--- src/sv/dvf_pkg.sv ---
// Shared types and constants for the distinct value filter.
`timescale 1ns / 1ps

package dvf_pkg;

   // Default number of table entries
   localparam int SET_DEPTH_DEFAULT = 128;

   // Fixed field widths
   localparam int VALUE_W     = 32;
   localparam int COUNT_OUT_W = 8;

   // Controller states
   typedef enum logic [1:0] {
      ST_IDLE,
      ST_SCAN,
      ST_RESP
   } fsm_state_type;

   // Table access strobes from the controller to the memory
   typedef struct packed {
      logic rd_en;
      logic wr_en;
   } mem_ctrl_type;

endpackage

--- src/sv/dvf_table_mem.sv ---
// Single-port-write, single-port-read table memory with registered read data.
`timescale 1ns / 1ps

module dvf_table_mem #(
   parameter int DEPTH = dvf_pkg::SET_DEPTH_DEFAULT,
   parameter int AW    = $clog2(DEPTH)
) (
   input  logic                       clock,
   input  dvf_pkg::mem_ctrl_type      ctrl,
   input  logic [AW-1:0]              rd_addr,
   input  logic [AW-1:0]              wr_addr,
   input  logic [dvf_pkg::VALUE_W-1:0] wr_data,
   output logic [dvf_pkg::VALUE_W-1:0] rd_data
);

   logic [dvf_pkg::VALUE_W-1:0] mem_ff [DEPTH];

   // Write one entry
   always_ff @(posedge clock) begin
      if (ctrl.wr_en) begin
         mem_ff[wr_addr] <= wr_data;
      end
   end

   // Read one entry; the read data is registered
   always_ff @(posedge clock) begin
      if (ctrl.rd_en) begin
         rd_data <= mem_ff[rd_addr];
      end
   end

endmodule

--- src/sv/dvf_search_ctrl.sv ---
// Linear search controller: scans the table, appends new values, builds the result.
`timescale 1ns / 1ps

module dvf_search_ctrl #(
   parameter int SET_DEPTH = dvf_pkg::SET_DEPTH_DEFAULT,
   parameter int AW        = $clog2(SET_DEPTH),
   parameter int CW        = $clog2(SET_DEPTH + 1)
) (
   input  logic                              clock,
   input  logic                              reset,
   input  logic                              start,
   output logic                              busy,
   input  logic signed [dvf_pkg::VALUE_W-1:0] req_value,
   input  logic                              req_last_of_sequence,
   output dvf_pkg::mem_ctrl_type             mem_ctrl,
   output logic [AW-1:0]                     mem_rd_addr,
   output logic [AW-1:0]                     mem_wr_addr,
   output logic [dvf_pkg::VALUE_W-1:0]       mem_wr_data,
   input  logic [dvf_pkg::VALUE_W-1:0]       mem_rd_data,
   output logic                              rsp_strobe,
   output logic signed [dvf_pkg::VALUE_W-1:0] rsp_echo_value,
   output logic                              rsp_is_new,
   output logic [dvf_pkg::COUNT_OUT_W-1:0]   rsp_distinct_count,
   output logic                              rsp_overflow,
   output logic                              rsp_sequence_done
);

   localparam logic [CW-1:0] DEPTH_C = CW'(SET_DEPTH);

   dvf_pkg::fsm_state_type state_ff, state_in;

   logic [dvf_pkg::VALUE_W-1:0]     value_ff, value_in;
   logic                            last_ff, last_in;
   logic [CW-1:0]                   idx_ff, idx_in;
   logic [CW-1:0]                   count_ff, count_in;
   logic                            pend_ff, pend_in;
   logic                            found_ff, found_in;
   logic                            strobe_ff, strobe_in;
   logic [dvf_pkg::VALUE_W-1:0]     echo_ff, echo_in;
   logic                            new_ff, new_in;
   logic [dvf_pkg::COUNT_OUT_W-1:0] dcount_ff, dcount_in;
   logic                            ovf_ff, ovf_in;
   logic                            done_ff, done_in;

   logic          accept;
   logic          issue;
   logic          hit;
   logic          scan_end;
   logic          full;
   logic          do_append;
   logic [CW-1:0] count_next;

   // Scan conditions
   always_comb begin
      accept     = start && (state_ff == dvf_pkg::ST_IDLE);
      issue      = idx_ff < count_ff;
      hit        = pend_ff && (mem_rd_data == value_ff);
      scan_end   = hit || (!issue && !pend_ff);
      full       = count_ff == DEPTH_C;
      do_append  = (state_ff == dvf_pkg::ST_RESP) && !found_ff && !full;
      count_next = count_ff + CW'(do_append);
   end

   // Next state
   always_comb begin
      state_in = state_ff;
      case (state_ff)
         dvf_pkg::ST_IDLE: begin
            if (accept) state_in = dvf_pkg::ST_SCAN;
         end
         dvf_pkg::ST_SCAN: begin
            if (scan_end) state_in = dvf_pkg::ST_RESP;
         end
         dvf_pkg::ST_RESP: state_in = dvf_pkg::ST_IDLE;
         default:          state_in = dvf_pkg::ST_IDLE;
      endcase
   end

   // Outputs toward the memory and the handshake
   always_comb begin
      busy           = state_ff != dvf_pkg::ST_IDLE;
      mem_ctrl.rd_en = (state_ff == dvf_pkg::ST_SCAN) && issue && !hit;
      mem_ctrl.wr_en = do_append;
      mem_rd_addr    = idx_ff[AW-1:0];
      mem_wr_addr    = count_ff[AW-1:0];
      mem_wr_data    = value_ff;
   end

   // Datapath next values
   always_comb begin
      value_in  = value_ff;
      last_in   = last_ff;
      idx_in    = idx_ff;
      count_in  = count_ff;
      pend_in   = 1'b0;
      found_in  = found_ff;
      strobe_in = state_ff == dvf_pkg::ST_RESP;
      echo_in   = echo_ff;
      new_in    = new_ff;
      dcount_in = dcount_ff;
      ovf_in    = ovf_ff;
      done_in   = done_ff;
      case (state_ff)
         dvf_pkg::ST_IDLE: begin
            // Latch the item and restart the scan
            if (accept) begin
               value_in = req_value;
               last_in  = req_last_of_sequence;
               idx_in   = '0;
               found_in = 1'b0;
            end
         end
         dvf_pkg::ST_SCAN: begin
            // Advance the read pointer until a match or the end of the stored entries
            if (scan_end) begin
               found_in = hit;
            end else begin
               pend_in = issue;
               if (issue) idx_in = idx_ff + CW'(1);
            end
         end
         dvf_pkg::ST_RESP: begin
            // Register the result and drop the table at end of sequence
            echo_in   = value_ff;
            new_in    = !found_ff;
            ovf_in    = !found_ff && full;
            dcount_in = dvf_pkg::COUNT_OUT_W'(count_next);
            done_in   = last_ff;
            count_in  = last_ff ? '0 : count_next;
         end
         default: begin
            pend_in = 1'b0;
         end
      endcase
   end

   // Control registers
   always_ff @(posedge clock) begin
      if (reset) begin
         state_ff  <= dvf_pkg::ST_IDLE;
         count_ff  <= '0;
         pend_ff   <= 1'b0;
         strobe_ff <= 1'b0;
      end else begin
         state_ff  <= state_in;
         count_ff  <= count_in;
         pend_ff   <= pend_in;
         strobe_ff <= strobe_in;
      end
   end

   // Payload registers
   always_ff @(posedge clock) begin
      value_ff  <= value_in;
      last_ff   <= last_in;
      idx_ff    <= idx_in;
      found_ff  <= found_in;
      echo_ff   <= echo_in;
      new_ff    <= new_in;
      dcount_ff <= dcount_in;
      ovf_ff    <= ovf_in;
      done_ff   <= done_in;
   end

   assign rsp_strobe         = strobe_ff;
   assign rsp_echo_value     = echo_ff;
   assign rsp_is_new         = new_ff;
   assign rsp_distinct_count = dcount_ff;
   assign rsp_overflow       = ovf_ff;
   assign rsp_sequence_done  = done_ff;

   // Count never passes the table depth
   a_count_bound: assert property (@(posedge clock) disable iff (reset)
      count_ff <= DEPTH_C)
      else $error("stored count above table depth");

   // Append only into a free entry
   a_write_free: assert property (@(posedge clock) disable iff (reset)
      mem_ctrl.wr_en |-> (count_ff < DEPTH_C))
      else $error("table write while full");

   // Reads stay inside the stored entries
   a_read_valid: assert property (@(posedge clock) disable iff (reset)
      mem_ctrl.rd_en |-> (idx_ff < count_ff))
      else $error("read of an unstored entry");

   // Every finished item gives one result strobe in the next cycle
   a_resp_strobe: assert property (@(posedge clock) disable iff (reset)
      (state_ff == dvf_pkg::ST_RESP) |=> (rsp_strobe && !busy))
      else $error("result strobe missing after response");

   // Overflow only for a new value
   a_ovf_new: assert property (@(posedge clock) disable iff (reset)
      rsp_strobe && rsp_overflow |-> rsp_is_new)
      else $error("overflow flagged for a repeated value");

endmodule

--- src/sv/distinct_value_filter_core.sv ---
// Top level of the distinct value filter: controller plus table memory.
`timescale 1ns / 1ps
//
// Usage:
//   Drive req_value and req_last_of_sequence with start high; the item is
//   taken at a clock edge where start is high and busy is low. busy stays
//   high while the item is searched and resolved.
//   Each item gives exactly one result, shown for one cycle with rsp_strobe
//   high: the value echoed, whether it was new, the distinct count after it,
//   an overflow flag when a new value found the table full, and a copy of
//   the last flag. The receiver cannot stall; results must be taken.
// Search and handshake:
//   After accept the controller scans the stored entries in order, one
//   entry per cycle from the read port of the table memory, and stops at
//   the first match or after the last stored entry; with the set empty no
//   read is made. busy drops in the cycle the strobe shows, so a new item
//   may be accepted then; no new item is taken before the last one has
//   given its result.
// Reset:
//   Synchronous reset empties the set and clears the controller; table
//   contents are not cleared and need no clearing pass. After an item
//   marked last of sequence the set is emptied for the next sequence.
//
module distinct_value_filter_core #(
   parameter int SET_DEPTH = dvf_pkg::SET_DEPTH_DEFAULT
) (
   input  logic                              clock,
   input  logic                              reset,
   input  logic                              start,
   output logic                              busy,
   input  logic signed [dvf_pkg::VALUE_W-1:0] req_value,
   input  logic                              req_last_of_sequence,
   output logic                              rsp_strobe,
   output logic signed [dvf_pkg::VALUE_W-1:0] rsp_echo_value,
   output logic                              rsp_is_new,
   output logic [dvf_pkg::COUNT_OUT_W-1:0]   rsp_distinct_count,
   output logic                              rsp_overflow,
   output logic                              rsp_sequence_done
);

   localparam int AW = $clog2(SET_DEPTH);
   localparam int CW = $clog2(SET_DEPTH + 1);

   dvf_pkg::mem_ctrl_type       mem_ctrl;
   logic [AW-1:0]               mem_rd_addr;
   logic [AW-1:0]               mem_wr_addr;
   logic [dvf_pkg::VALUE_W-1:0] mem_wr_data;
   logic [dvf_pkg::VALUE_W-1:0] mem_rd_data;

   // Search and append sequencer
   dvf_search_ctrl #(
      .SET_DEPTH (SET_DEPTH),
      .AW        (AW),
      .CW        (CW)
   ) u_ctrl (
      .clock                (clock),
      .reset                (reset),
      .start                (start),
      .busy                 (busy),
      .req_value            (req_value),
      .req_last_of_sequence (req_last_of_sequence),
      .mem_ctrl             (mem_ctrl),
      .mem_rd_addr          (mem_rd_addr),
      .mem_wr_addr          (mem_wr_addr),
      .mem_wr_data          (mem_wr_data),
      .mem_rd_data          (mem_rd_data),
      .rsp_strobe           (rsp_strobe),
      .rsp_echo_value       (rsp_echo_value),
      .rsp_is_new           (rsp_is_new),
      .rsp_distinct_count   (rsp_distinct_count),
      .rsp_overflow         (rsp_overflow),
      .rsp_sequence_done    (rsp_sequence_done)
   );

   // Distinct value storage
   dvf_table_mem #(
      .DEPTH (SET_DEPTH),
      .AW    (AW)
   ) u_mem (
      .clock   (clock),
      .ctrl    (mem_ctrl),
      .rd_addr (mem_rd_addr),
      .wr_addr (mem_wr_addr),
      .wr_data (mem_wr_data),
      .rd_data (mem_rd_data)
   );

endmodule
--- config.mk ---
export PLATFORM = sky130hd
export DESIGN_NAME = distinct_value_filter_core
export DESIGN_NICKNAME = d
export VERILOG_FILES = /design/src/sv/dvf_pkg.sv /design/src/sv/dvf_table_mem.sv /design/src/sv/dvf_search_ctrl.sv /design/src/sv/distinct_value_filter_core.sv
export SDC_FILE = /design/constraint.sdc
export NUM_CORES = 2
export LEC_CHECK = 0
export BUFFER_PORTS_ARGS = -buffer_cell sky130_fd_sc_hd__buf_4
export CORE_ASPECT_RATIO = 1.2
export CORE_UTILIZATION = 50
export DETAILED_ROUTE_END_ITERATION = 7
export PLACE_DENSITY_LB_ADDON = 0.05
export REMOVE_ABC_BUFFERS = 1
export SLEW_MARGIN = 20
export SYNTH_ARGS = -nofsm -noshare
export SYNTH_HDL_FRONTEND = slang
export SYNTH_SLANG_ARGS = --single-unit
--- constraint.sdc ---
create_clock -name clock -period 5.6 [get_ports clock]
set_clock_uncertainty 0.2 [all_clocks]
set_input_delay 0.28 -clock clock [delete_from_list [all_inputs] [get_ports clock]]
set_output_delay 0.28 -clock clock [all_outputs]
set_load 0.02 [all_outputs]
==> impl_metrics.tcl <==
set metrics [dict create \
    yosys.area.top_type "edfxtp_1" \
    worst_hold_slack_ps 220.3 \
    hpwl_um 297400 \
    cts_buffers 410 \
    grt.total_usage 0.2993 \
    h-tree-depth 5 \
    drv_cap 0 \
    die_h_um 624.6 \
    ys_types 61 \
    clk_latency_ps 980 \
    antenna_found_initial 30 \
    final_cell_mix "edfxtp_1 (4213), mux4_2 (881), mux2i_1 (507), buf_4 (449), clkbuf_16 (424)" \
    crit_top_cell "buf_4" \
    wirelength_um 485600 \
    die_x_um 520.8 \
    cellLeakagePower_nw 57.77 \
    synth-adder-area-share 0.0007748 \
    cts_root_buf "clkbuf_16" \
    cts_sinks 4225 \
    synth_top_family_by_area "multiplexers" \
    crit_chain "buf_4 > buf_4 > mux2i_1 > nor2_1 > a2111oi_0 > a2111oi_0 > buf_4 > o22a_1" \
    nets 7836 \
    worstMarginPinSlew_ps 1243 \
    final.period_utilization 0.8180 \
    path_delay_family "compound AO/OA/AOI/OAI gates" \
    fillers 23710 \
    synth_top_area_share 0.7834 \
    drt_iter0_drc 9821 \
    vdd_drop_max_mv 0.3110 \
    worst-endpoint-required_ps 6120 \
    syn_inst 7202 \
    cp_num_buf_inv 3 \
    first_pass_iters 6 \
    drv_slew 0 \
    grt_pass1_wl_um 665900 \
    yosysWarnings 0 \
    viasPerCell 6.452 \
    row_count 228 \
    io_buffers 80 \
    drive_gt1_frac 0.2675 \
    period_minus_slack_ps 4581 \
    hold_path_class "in -> reg" \
    ys_seq_area_frac 0.7849 \
    wl_per_cell_um 39.14 \
    hold_viol 0 \
    cts_tree "done" \
    crit_path_max_fanout 41 \
    worstSetupEndpointType "flip-flop" \
    cp-start-kind "flip-flop" \
    finalSetupViolations 0 \
    clock.fmax_mhz 218.3 \
    synth_compound_area_frac 0.02825 \
    via_count 80040 \
    synth_area_mm2 0.1615 \
    synth_edf_count 4213 \
    synthSimpleGateAreaFrac 0.01308 \
    design.core.area_mm2 0.3212 \
    clk_pin_slew_ps 70 \
    dp.cells 11560 \
    fin_cells 12410 \
    status "completed" \
    gp_congestion 0.8837 \
    start_util 0.5027 \
    relSlewSlack 0.1629 \
    critPathSlowestCell "a2111oi_0" \
    antenna_left 0 \
    grt-ovfl-total 0 \
    synth_xor_area_frac 0.002386 \
    async_reset_ff_frac 0 \
    drc 0 \
    synth_mux_area_frac 0.1564 \
    ctsLongestPathBuffers 4 \
    layout_commonest_cell "edfxtp_1" \
    powerDensity_mw_per_mm2 382.4 \
    dieArea_mm2 0.3253 \
    first_global_vias 79980 \
    path_class "reg -> reg" \
    area_growth_pct 14.07 \
    cts_resized 0 \
    grt_max_degree 130 \
    ys_seq_elements 4225 \
    arrival_ps 5110 \
    synth_ff_type "edfxtp_1" \
    p_total_mw 70.44 \
    avgSynthCellArea_um2 22.42 \
    synth_area_leaders "edfxtp_1 (78%), mux4_2 (12%), mux2i_1 (3.1%)" \
    rsz0062_at_grt "false" \
    io_pins 81 \
    max_stage_delay_ps 870 \
]
==> area by class of cell <==
type / instances / area [µm²] / area share
antenna: 13 / 32.53 / 0.0001766
clock buffer: 497 / 10880 / 0.05908
clock inverter: 262 / 2266 / 0.01230
inverter: 14 / 62.56 / 0.0003396
multi-input combinational: 2564 / 33760 / 0.1833
sequential: 4225 / 126800 / 0.6881
tap: 4255 / 5324 / 0.02890
timing repair buffer: 575 / 5129 / 0.02784
==> routing by layer <==
metal	vias up	share of wire	global-route usage
met4	12	0.049	0.1254
met2	3550	0.49	0.4921
met1	43920	0.39	0.4017
li1	31880	-	-
met3	680	0.071	0.04548
met5	-	0.00018	0
==> worst reg2reg max path: stages, from the launching register on <==
cell and delay [ps]:
edfxtp_1 780, buf_4 410, buf_4 670, mux2i_1 590, nor2_1 100, a2111oi_0 870, a2111oi_0 250, buf_4 250
o22a_1 210
==> worst paths after layout <==
check                                  start                              end  cells after the start  slack (ps)
max           u_ctrl.idx_ff[1]$_SDFFCE_PN0P_      u_mem.rd_data[25]$_DFFE_PP_                      8        1020
min                                    start  u_ctrl.state_ff[0]$_SDFFE_PP0P_                      4         220
max reg2reg   u_ctrl.idx_ff[1]$_SDFFCE_PN0P_      u_mem.rd_data[25]$_DFFE_PP_                      8        1020
min reg2reg  u_ctrl.count_ff[4]$_SDFFE_PP0N_  u_ctrl.count_ff[4]$_SDFFE_PP0N_                      2         390
==> state kept, by name, summed over array words and instances, names as in the netlist <==
name,count
u_ctrl.rsp_sequence_done,1
u_ctrl.pend_ff,1
u_ctrl.rsp_overflow,1
u_mem.mem_ff,4096
u_ctrl.found_ff,1
u_ctrl.last_ff,1
u_ctrl.state_ff,2
u_ctrl.idx_ff,8
u_ctrl.rsp_is_new,1
u_ctrl.rsp_distinct_count,8
u_ctrl.mem_wr_data,32
u_ctrl.rsp_echo_value,32
u_ctrl.count_ff,8
u_mem.rd_data,32
u_ctrl.rsp_strobe,1
==> stage by stage <==
step,cell area (µm²),util,setup TNS [ps],setup WS [ps]
global placement,170100,0.5294,-726.8,-726.8
detailed placement,170300,0.5301,0,1086
floorplan,159200,-,-2667400,-41200
global route,184200,0.5734,0,1087
CTS,184100,0.5732,0,1070
finish,184200,0.5735,0,1019
==> Yosys cell counts, drive strengths merged, types with 7 or more instances <==
cell and n:
clkbuf 115, xor2 8, edfxtp 4213, ha 10, a22oi 85, a211o 18
buf 284, and2 11, nand4 15, mux2 30, o211ai 35, a311oi 20
nor2b 29, a2111oi 37, a21oi 79, nor2 234, a31oi 7, nor3 24
a32oi 14, a22o 27, o32a 16, o22ai 58, a221oi 63, mux4 881
nand2b 7, mux2i 507, nand2 108, dfxtp 12, a211oi 48, o221ai 37
nor4 13, xnor2 36, nand3 27, inv 13, o21ai 38
==> logic make-up (layout without fill, tap and decap cells) <==
family | count (synthesis) | after routing
flip-flops | 4225 | 4225
multiplexers | 1418 | 1418
AO/OA/AOI/OAI | 611 | 611
AND/OR/NAND/NOR | 481 | 481
buffers and inverters | 413 | 1348
XOR/XNOR | 44 | 44
adder cells (fa/ha/maj) | 10 | 10
other | 0 | 13
==> report_power, final <==
group | switching, mW | total, mW | internal, mW
combinational | 5.06 | 7.74 | 2.68
sequential | 0.129 | 35.2 | 35.1
clock | 11.9 | 27.5 | 15.5
==> what timing repair did <==
action	4_1_cts	5_1_grt
setup buffers	0	0
hold buffers	70	0
endpoints found under the hold margin	46	0
endpoints found under the setup margin	0	0
No activity file was read; power rests on OpenSTA's default activity.
